$ cat config.mk
export PLATFORM = sky130hd
export DESIGN_NAME = rtyp_prerot
export DESIGN_NICKNAME = d
export VERILOG_FILES = /design/src/sv/rtyp_pkg.sv /design/src/sv/rtyp_prerot.sv
export SDC_FILE = /design/constraint.sdc
export NUM_CORES = 1
export LEC_CHECK = 0
export BUFFER_PORTS_ARGS = -buffer_cell sky130_fd_sc_hd__buf_2
export CORE_AREA = 2 2 180 182
export CTS_CLUSTER_DIAMETER = 100
export DETAILED_ROUTE_END_ITERATION = 16
export DIE_AREA = 0 0 182 184
export SYNTH_ARGS = -nofsm -noshare
export SYNTH_HDL_FRONTEND = slang
export SYNTH_SLANG_ARGS = --single-unit
$ cat constraint.sdc
create_clock -name clk -period 2.36 [get_ports clk]
set_input_delay 0.118 -clock clk [delete_from_list [all_inputs] [get_ports clk]]
set_output_delay 0.118 -clock clk [all_outputs]
set_load 0.05 [all_outputs]
$ cat src/sv/rtyp_pkg.sv
`timescale 1ns / 1ps
package rtyp_pkg;
  localparam int DATA_WIDTH = 16;
  localparam int CORDIC_STAGES = 16;
  localparam int GUARD = 32 - DATA_WIDTH;
  localparam int VW = 36;
  localparam int STG_W = 5;
  localparam logic [31:0] QUARTER_TURN = 32'h4000_0000;
  localparam logic signed [30:0] INVK_Q30 = 31'sd652032874;

  typedef struct packed {
    logic signed [VW-1:0] x;
    logic signed [VW-1:0] y;
  } vec_t;

  typedef struct packed {
    logic        valid;
    logic        zero;
    vec_t        v;
    logic [31:0] z;
  } lane_t;

  function automatic logic [31:0] atan_lut(input logic [STG_W-1:0] i);
    logic [31:0] r;
    case (i)
      5'd0:  r = 32'h20000000;
      5'd1:  r = 32'h12E4051E;
      5'd2:  r = 32'h09FB385B;
      5'd3:  r = 32'h051111D4;
      5'd4:  r = 32'h028B0D43;
      5'd5:  r = 32'h0145D7E1;
      5'd6:  r = 32'h00A2F61E;
      5'd7:  r = 32'h00517C55;
      5'd8:  r = 32'h0028BE53;
      5'd9:  r = 32'h00145F2F;
      5'd10: r = 32'h000A2F98;
      5'd11: r = 32'h000517CC;
      5'd12: r = 32'h00028BE6;
      5'd13: r = 32'h000145F3;
      5'd14: r = 32'h0000A2FA;
      5'd15: r = 32'h0000517D;
      5'd16: r = 32'h000028BE;
      5'd17: r = 32'h0000145F;
      5'd18: r = 32'h00000A30;
      5'd19: r = 32'h00000518;
      5'd20: r = 32'h0000028C;
      5'd21: r = 32'h00000146;
      5'd22: r = 32'h000000A3;
      5'd23: r = 32'h00000051;
      5'd24: r = 32'h00000029;
      5'd25: r = 32'h00000014;
      5'd26: r = 32'h0000000A;
      5'd27: r = 32'h00000005;
      5'd28: r = 32'h00000003;
      5'd29: r = 32'h00000001;
      default: r = 32'h0;
    endcase
    return r;
  endfunction
endpackage

$ cat src/sv/rtyp_prerot.sv
`timescale 1ns / 1ps
module rtyp_prerot (
  input  logic          clk,
  input  logic          rst_n,
  input  logic          in_valid,
  input  rtyp_pkg::vec_t in_v,
  input  rtyp_pkg::vec_t in_c1,
  input  rtyp_pkg::vec_t in_c2,
  output rtyp_pkg::lane_t out_l,
  output rtyp_pkg::vec_t out_c1,
  output rtyp_pkg::vec_t out_c2
);
  import rtyp_pkg::*;

  logic  zero, neg, up;
  lane_t l_nxt;
  vec_t  c1_nxt, c2_nxt;

  function automatic vec_t turn(input vec_t a, input logic u);
    vec_t r;
    if (u) begin
      r.x = a.y;
      r.y = -a.x;
    end else begin
      r.x = -a.y;
      r.y = a.x;
    end
    return r;
  endfunction

  always_comb begin
    zero = (in_v.x == '0) && (in_v.y == '0);
    neg = in_v.x < 0;
    up = in_v.y >= 0;
    l_nxt.valid = in_valid;
    l_nxt.zero = zero;
    l_nxt.v = in_v;
    l_nxt.z = '0;
    c1_nxt = in_c1;
    c2_nxt = in_c2;
    if (!zero && neg) begin
      l_nxt.v = turn(in_v, up);
      c1_nxt = turn(in_c1, up);
      c2_nxt = turn(in_c2, up);
      l_nxt.z = up ? QUARTER_TURN : (32'h0 - QUARTER_TURN);
    end
  end

  always_ff @(posedge clk) begin
    if (!rst_n) begin
      out_l.valid <= 1'b0;
    end else begin
      out_l.valid <= l_nxt.valid;
    end
    out_l.zero <= l_nxt.zero;
    out_l.v <= l_nxt.v;
    out_l.z <= l_nxt.z;
    out_c1 <= c1_nxt;
    out_c2 <= c2_nxt;
  end
endmodule

==> flow_summary.toml <==
[outcome]
outcome = "completed"

[finish]
final_net_count = 2412
fill_cells = 2788
fin_area_um2 = 18300
syn2layout_area_growth_pct = 55.7
final_cells = 2605
drive_gt1_frac = 0.266

[synth]
synth_simple_gate_area_frac = 0.211
synth_top_family_by_area = "simple AND/OR/NAND/NOR gates"
synth_compound_gate_area_share = 0.200
syn_area_per_cell_um2 = 7.98
syn_inst = 1473
seq_area_frac_synth = 0.375
synth_common_cells = "nor2_1, dfxtp_1, a21oi_1"
synthFlopType = "dfxtp_1"
synth_area_leaders = "dfxtp_1, a21oi_1, nor2_1"
syn_area_um2 = 11700
synthMuxAreaShare = 0.0133
yosysWarnings = 0
synth_cell_types = 57
synth_edf_count = 0
synth_fa_ha_area_frac = 0.00639
yosys.area.top_type = "dfxtp_1"
yosysMostFrequentCell = "nor2_1"
synth_top_area_frac = 0.375
synth_xor_area_frac = 0.136
async_reset_ff_frac = 0
synth-seq-cells = 220

[route]
wl_per_cell_um = 18.4
drtIter0Drc = 987
routed_via_density = 5.34
drt_pass1_iterations = 5
ant_nets = 0
vias = 13900
drc = 0
routed_wl_um = 47900

[cts]
clk_pin_slew_ps = 60
cts-root-buf = "clkbuf_16"
cts_tree = "yes"
cts.path.max_buffers = 3
numCtsBuffers = 26
clock_sinks = 220
htree_levels = 1

[power_and_ir_drop]
pwr-share-seq = 0.357
power_frac_clock = 0.321
irDropWorstVdd_mv = 0.569
pwr-share-comb = 0.323
switching_share = 0.367
p_sw_uw = 4330
power_density_nw_per_um2 = 645
internal-power_uw = 7470
power_uw = 11800
leakage_uw = 0.00773

[floorplanning]
dieWidth_um = 182
core-area_um2 = 31400
fp.dieH_um = 184
die_area_um2 = 33500
start_util = 0.374
num_rows = 65
io_pins = 469

[worst_setup_path]
crit_fanout = 4
cp-start-kind = "input pin"
crit_type = "input pin to flop"
endpoint_kind = "flop"
cp.required_ps = 2840
cp_data_arrival_time_ps = 2780

[place]
place_area_um2 = 14400
gp_congestion = 0.916
dp.cells = 2269
dp_hpwl_um = 33400
io_buffers = 438

[sta]
hold_viol = 0
tightest_slew_ps = 719
setup_viol = 0
slew_headroom = 0.519
setup-tns-final_ps = 0
worst_hold_slack_ps = 19.2
slew_viol_final = 0
post-route-period-util = 0.974
min_period_ps = 2300
fmax_ghz = 0.435

[job]
maxCapViolCount = 0

[global_route]
grt_pass1_vias = 13600
grtUsageTotal = 0.271
overflow = 0
antenna_found_initial = 2
grt_max_degree = 127
grt_pass1_wl_um = 72500

[hold_path]
hold_path.class = "input pin to flop"
registers in the layout (all words and copies together) (netlist names):
signal	flops
out_l	76
out_c1	72
out_c2	72
kinds of logic after synthesis:
group	count (synthesis)
flops	220
simple gates	514
other cells	1
xor+xnor	182
fa+ha+maj	6
compound gates	382
buf+inv	153
mux	15
cell type report:
class | instances | area (um^2) | share of cell area
tap | 402 | 503 | 0.0275
clock buffer | 36 | 739 | 0.0404
timing repair buffer | 783 | 5560 | 0.304
multi-input combinational | 1129 | 6950 | 0.380
clock inverter | 7 | 35.0 | 0.00192
inverter | 27 | 101 | 0.00554
sequential | 220 | 4400 | 0.241
antenna | 1 | 2.50 | 0.000137
worst paths after layout:
path / startpoint / to / slack [ps] / cells past startpoint
max: in_v[30] / out_l[104]$_DFF_P_ / 60 / 7
min: in_v[5] / out_l[73]$_DFF_P_ / 20 / 3
per-stage QoR:
step | worst slack, ps | utilization
after floorplan | 401 | -
after global placement | 116 | 0.459
after detailed placement | 121 | 0.459
after CTS | 3.37 | 0.576
after global routing | -14.6 | 0.583
final | 60.4 | 0.583
worst max-delay path: stages:
cell and delay [ps]:
dlygate4sd3_1 560, buf_2 150, or4_4 430, or3_1 340, or3_4 370, nor4_2 240, dlygate4sd3_1 570
routing by layer:
metal | wire length [um] | vias to the layer above | GRT usage
li1 | - | 6642 | -
met1 | 18900 | 6475 | 0.319
met2 | 23300 | 677 | 0.477
met3 | 3980 | 127 | 0.0596
met4 | 1790 | 0 | 0.111
met5 | 0 | - | 0
power by group through the flow:
stage | clock (uW) | sequential (uW) | combinational (uW)
2_1_floorplan | 0 | 5570 | 1010
3_3_place_gp | 0 | 4280 | 3270
3_5_place_dp | 0 | 4280 | 3280
4_1_cts | 3850 | 4200 | 3740
5_1_grt | 3990 | 4230 | 4010
6_report | 3780 | 4210 | 3810
placed cells by master (no fill, tap or decap), drive strengths merged, types with 14 or more instances in the layout:
cell type | Yosys | final
nand2 | 38 | 38
clkbuf | 81 | 36
o21ai | 29 | 29
a41oi | 14 | 14
a21oi | 207 | 207
nand3 | 17 | 17
nand4 | 18 | 18
or3 | 28 | 28
o41ai | 34 | 34
a31oi | 30 | 30
nor3 | 49 | 49
xnor2 | 89 | 89
buf | 45 | 496
or4 | 21 | 21
dlygate4sd3 | 0 | 287
o31ai | 30 | 30
nor4 | 32 | 32
dfxtp | 220 | 220
inv | 26 | 26
nor2 | 270 | 270
conb | 1 | 30
xor2 | 93 | 93
repair_timing:
item	CTS	global route
hold buffers	288	0
endpoints found under the setup margin	0	24
buffers inserted	0	5
resized for setup	0	33
endpoints found under the hold margin	217	0
No activity file was read; power rests on OpenSTA's default activity.
