### config.mk
export PLATFORM = sky130hd
export DESIGN_NAME = rtyp_cell
export DESIGN_NICKNAME = d
export VERILOG_FILES = /design/src/sv/rtyp_pkg.sv /design/src/sv/rtyp_cell.sv
export SDC_FILE = /design/constraint.sdc
export NUM_CORES = 2
export LEC_CHECK = 0
export BUFFER_PORTS_ARGS = -buffer_cell sky130_fd_sc_hd__buf_2
export CAP_MARGIN = 20
export CORE_AREA = 2 2 271 273
export DETAILED_ROUTE_END_ITERATION = 16
export DIE_AREA = 0 0 273 275
export PLACE_DENSITY_LB_ADDON = 0.05
export SLEW_MARGIN = 20
export SYNTH_ARGS = -nofsm -noshare
export SYNTH_HDL_FRONTEND = slang
export SYNTH_SLANG_ARGS = --single-unit
### constraint.sdc
create_clock -name clk -period 6.45 [get_ports clk]
set_input_delay 0.3225 -clock clk [delete_from_list [all_inputs] [get_ports clk]]
set_output_delay 0.3225 -clock clk [all_outputs]
set_load 0.03 [all_outputs]
### src/sv/rtyp_pkg.sv
`timescale 1ns / 1ps
package rtyp_pkg;
  localparam int DATA_WIDTH = 16;
  localparam int CORDIC_STAGES = 16;
  localparam int GUARD = 32 - DATA_WIDTH;
  localparam int VW = 36;
  localparam int STG_W = 5;
  localparam logic [31:0] QUARTER_TURN = 32'h4000_0000;
  localparam logic signed [30:0] INVK_Q30 = 31'sd652032874;

  typedef struct packed {
    logic signed [VW-1:0] x;
    logic signed [VW-1:0] y;
  } vec_t;

  typedef struct packed {
    logic        valid;
    logic        zero;
    vec_t        v;
    logic [31:0] z;
  } lane_t;

  function automatic logic [31:0] atan_lut(input logic [STG_W-1:0] i);
    logic [31:0] r;
    case (i)
      5'd0:  r = 32'h20000000;
      5'd1:  r = 32'h12E4051E;
      5'd2:  r = 32'h09FB385B;
      5'd3:  r = 32'h051111D4;
      5'd4:  r = 32'h028B0D43;
      5'd5:  r = 32'h0145D7E1;
      5'd6:  r = 32'h00A2F61E;
      5'd7:  r = 32'h00517C55;
      5'd8:  r = 32'h0028BE53;
      5'd9:  r = 32'h00145F2F;
      5'd10: r = 32'h000A2F98;
      5'd11: r = 32'h000517CC;
      5'd12: r = 32'h00028BE6;
      5'd13: r = 32'h000145F3;
      5'd14: r = 32'h0000A2FA;
      5'd15: r = 32'h0000517D;
      5'd16: r = 32'h000028BE;
      5'd17: r = 32'h0000145F;
      5'd18: r = 32'h00000A30;
      5'd19: r = 32'h00000518;
      5'd20: r = 32'h0000028C;
      5'd21: r = 32'h00000146;
      5'd22: r = 32'h000000A3;
      5'd23: r = 32'h00000051;
      5'd24: r = 32'h00000029;
      5'd25: r = 32'h00000014;
      5'd26: r = 32'h0000000A;
      5'd27: r = 32'h00000005;
      5'd28: r = 32'h00000003;
      5'd29: r = 32'h00000001;
      default: r = 32'h0;
    endcase
    return r;
  endfunction
endpackage

### src/sv/rtyp_cell.sv
`timescale 1ns / 1ps
module rtyp_cell (
  input  logic                      clk,
  input  logic                      rst_n,
  input  logic [rtyp_pkg::STG_W-1:0] stage_idx,
  input  rtyp_pkg::lane_t           in_l,
  input  rtyp_pkg::vec_t            in_c1,
  input  rtyp_pkg::vec_t            in_c2,
  output rtyp_pkg::lane_t           out_l,
  output rtyp_pkg::vec_t            out_c1,
  output rtyp_pkg::vec_t            out_c2
);
  import rtyp_pkg::*;

  logic  up;
  lane_t l_nxt;
  vec_t  c1_nxt, c2_nxt;

  function automatic vec_t micro(input vec_t a, input logic u, input logic [STG_W-1:0] s);
    vec_t r;
    logic signed [VW-1:0] dx, dy;
    dx = a.y >>> s;
    dy = a.x >>> s;
    if (u) begin
      r.x = a.x + dx;
      r.y = a.y - dy;
    end else begin
      r.x = a.x - dx;
      r.y = a.y + dy;
    end
    return r;
  endfunction

  always_comb begin
    up = in_l.v.y >= 0;
    l_nxt = in_l;
    c1_nxt = in_c1;
    c2_nxt = in_c2;
    if (!in_l.zero) begin
      l_nxt.v = micro(in_l.v, up, stage_idx);
      c1_nxt = micro(in_c1, up, stage_idx);
      c2_nxt = micro(in_c2, up, stage_idx);
      l_nxt.z = up ? (in_l.z + atan_lut(stage_idx)) : (in_l.z - atan_lut(stage_idx));
    end
  end

  always_ff @(posedge clk) begin
    if (!rst_n) begin
      out_l.valid <= 1'b0;
    end else begin
      out_l.valid <= l_nxt.valid;
    end
    out_l.zero <= l_nxt.zero;
    out_l.v <= l_nxt.v;
    out_l.z <= l_nxt.z;
    out_c1 <= c1_nxt;
    out_c2 <= c2_nxt;
  end
endmodule

==> results.cfg <==
[outcome]
status = finished, final reports clean

[synth]
ys_seq_area_share_pct = 12.7
yosys.cell_count.top_type = nand2_1
synth_top_cells_by_area = mux4_2 14%, dfxtp_1 13%, ha_1 8.1%
yosys_warnings = 0
synthFlopType = dfxtp_1
postSynthAreaPerCell_sq_um = 8.04
syn_area_sq_um = 39300
syn_nets = 5404
synth.largest_area_cell = mux4_2
async_flop_share_pct = 0
synth_common_cells = 597 x nand2_1, 512 x o21ai_0, 295 x a21oi_1
synth_edf_count = 0
synth_cells = 4886
netlist.area_leader.share_pct = 13.9
ys_types = 97
synth-seq-cells = 250

[layout]
post-route-util_pct = 65.1
syn_to_final_growth_pct = 19.8
multi_input_area_sq_um = 32400
final_cells = 6616
final_nets = 6141
drive_gt1_share_pct = 25.7
seqCellArea_sq_um = 5000
fillers = 6196

[pwr]
intPower_mw = 5.62
power_frac_clock_pct = 16.6
power.share.switching_pct = 47.1
leakagePower_nw = 20.4
p_comb_share_pct = 64.5
vdd_drop_max_v = 0.000292
p_total_mw = 10.6
power.switching_mw = 5.01
p_per_area_nw_per_um2 = 226
sequentialPowerShare_pct = 18.9

[die]
fp.coreArea_sq_um = 72300
initial_core_util_pct = 54.3
die_height_microns = 275
ios = 507
fp.dieArea_sq_um = 75100
die_x_microns = 273
rows = 99

[global_routing]
grt_start_max_net_pins = 215
grt_util_met2_pct = 66.8
grt_pass1_wl_microns = 257000
grt_pass1_vias = 41764
grt_overflow_total = 0
grt_util_met3_pct = 11.3
busiest_layer = met2
grt_use_total_pct = 44.3
met1_usage_pct = 57.5
antenna_found_initial = 14

[timing]
drv_slew = 0
worst_slew_pin_slew_ns = 1.21
fin_crit_ns = 6.07
slew_headroom_pct = 19.2
fin_crit_sh_pct = 94.1
hold_violations = 0
grt_setup_unrepaired = no
fin_setup_tns_ns = 0
setup_violations = 0
fmax_ghz = 0.165

[clocking]
cts_made_buffers = 29
htree_levels = 1
cts_tree = yes
cts_setup_buffers = 0
cts_buffer_depth = 3
cts_sinks = 250
root_buffer = clkbuf_16
clkSlewWorstSetupHoldPaths_ns = 0.06

[critical_path]
critPathLaunchType = input port
cp-end-kind = flop
worst-path-buf-inv = 3
arrival_ns = 6.56
critical_path.max_stage_delay_ns = 0.43
cp_slowest_cell = or4_1
crit_path_max_fanout = 41
crit_family = compound AO/OA/AOI/OAI gates
path_class = in -> reg
worst_ep_required_time_ns = 6.94

[route]
drc = 0
num_vias = 45018
postRouteAntennaNets = 0
wl_microns = 173000
dr.pass1.iters = 9
vias_per_cell = 6.80
wl_per_cell_microns = 26.2
drtIter0Drc = 5823

[place]
dp_cells = 6495
hpwl_microns = 136000
portBuffers = 506
place.gp.congestion = 1.12

[min_path]
hold_class = in -> reg

[flow_run]
cap_violations = 0
flip-flops by register name (all words and copies together) (netlist names):
signal  count
out_c1     72
out_l     106
out_c2     72
cell type report:
class / instances / area share (%)
Clock inverter: 13 / 0.359
Clock buffer: 41 / 1.77
Inverter: 115 / 0.931
Antenna cell: 11 / 0.0585
Sequential cell: 250 / 10.6
Multi-Input combinational cell: 4201 / 68.9
Timing Repair Buffer: 1026 / 14.8
Tap cell: 959 / 2.55
path summary, 6_finish.rpt:
check	cells after the start	endpoint	from
min	3	out_l[46]$_DFF_P_	in_l[46]
max	27	out_c1[71]$_DFF_P_	stage_idx[2]
kinds of logic (layout without fill, tap and decap cells):
| family | count (synthesis) | after routing | synth area share, % |
|---|---|---|---|
| XOR/XNOR | 412 | 412 | 9.18 |
| multiplexers | 549 | 549 | 22.1 |
| buffers and inverters | 435 | 1195 | 4.94 |
| adder cells (fa/ha/maj) | 261 | 261 | 8.44 |
| AND/OR/NAND/NOR | 1374 | 1374 | 16.4 |
| other | 0 | 11 | 0 |
| flip-flops | 250 | 250 | 12.7 |
| AO/OA/AOI/OAI | 1605 | 1605 | 26.2 |
cell usage in the layout (no fill, tap or decap), drive strengths merged, types with 37 or more instances in the layout:
| cell | netlist | routed |
|---|---|---|
| dfxtp | 250 | 250 |
| nor3 | 89 | 89 |
| nand3 | 83 | 83 |
| mux2i | 198 | 198 |
| nand2 | 599 | 599 |
| o22ai | 59 | 59 |
| nand2b | 64 | 64 |
| buf | 151 | 969 |
| o211ai | 50 | 50 |
| a31oi | 49 | 49 |
| a22oi | 37 | 37 |
| mux4 | 244 | 244 |
| a211oi | 62 | 62 |
| mux2 | 107 | 107 |
| nor2 | 264 | 264 |
| inv | 112 | 114 |
| a21o | 133 | 133 |
| dlygate4sd3 | 0 | 56 |
| xor2 | 193 | 193 |
| o31ai | 62 | 62 |
| o21a | 50 | 50 |
| o21ai | 520 | 520 |
| clkbuf | 169 | 42 |
| ha | 254 | 254 |
| xnor2 | 219 | 219 |
| a21oi | 295 | 295 |
tightest hold or removal path, cell delays in order:
cell     delay, ns
buf_2         0.16
nand2_1       0.06
o21ai_0       0.06
what timing repair did:
action,4_1_cts,5_1_grt
hold buffers,56,0
setup endpoints to repair,0,3
hold endpoints to repair,55,0
resized for setup,0,3
stage by stage:
stage | hold WS, ns | setup slack (ns) | instance area [sq um]
floorplan | 0.350 | -0.0415 | 39300
global placement | 0.522 | -0.00907 | 45500
detailed placement | 0.541 | -0.0401 | 45500
CTS | 0.000852 | 0.581 | 47000
global route | 0.0317 | 0.00731 | 47000
finish | 0.0145 | 0.383 | 47100
power by group through the flow:
stage	Combinational, mW	Sequential [mW]	Clock (mW)
floorplan	3.72	2.79	0
global placement	6.54	2.04	0
detailed placement	6.60	2.04	0
CTS	6.68	2.01	1.79
global route	7.32	2.04	1.83
finish	6.85	2.01	1.77
per-layer routing:
layer,up-vias,share of wire (%)
met3,669,12
met4,6,6.8
met2,3102,42
li1,19986,-
met1,21255,39
met5,-,0.018
Note: power is estimated with default switching activity, not from simulation.
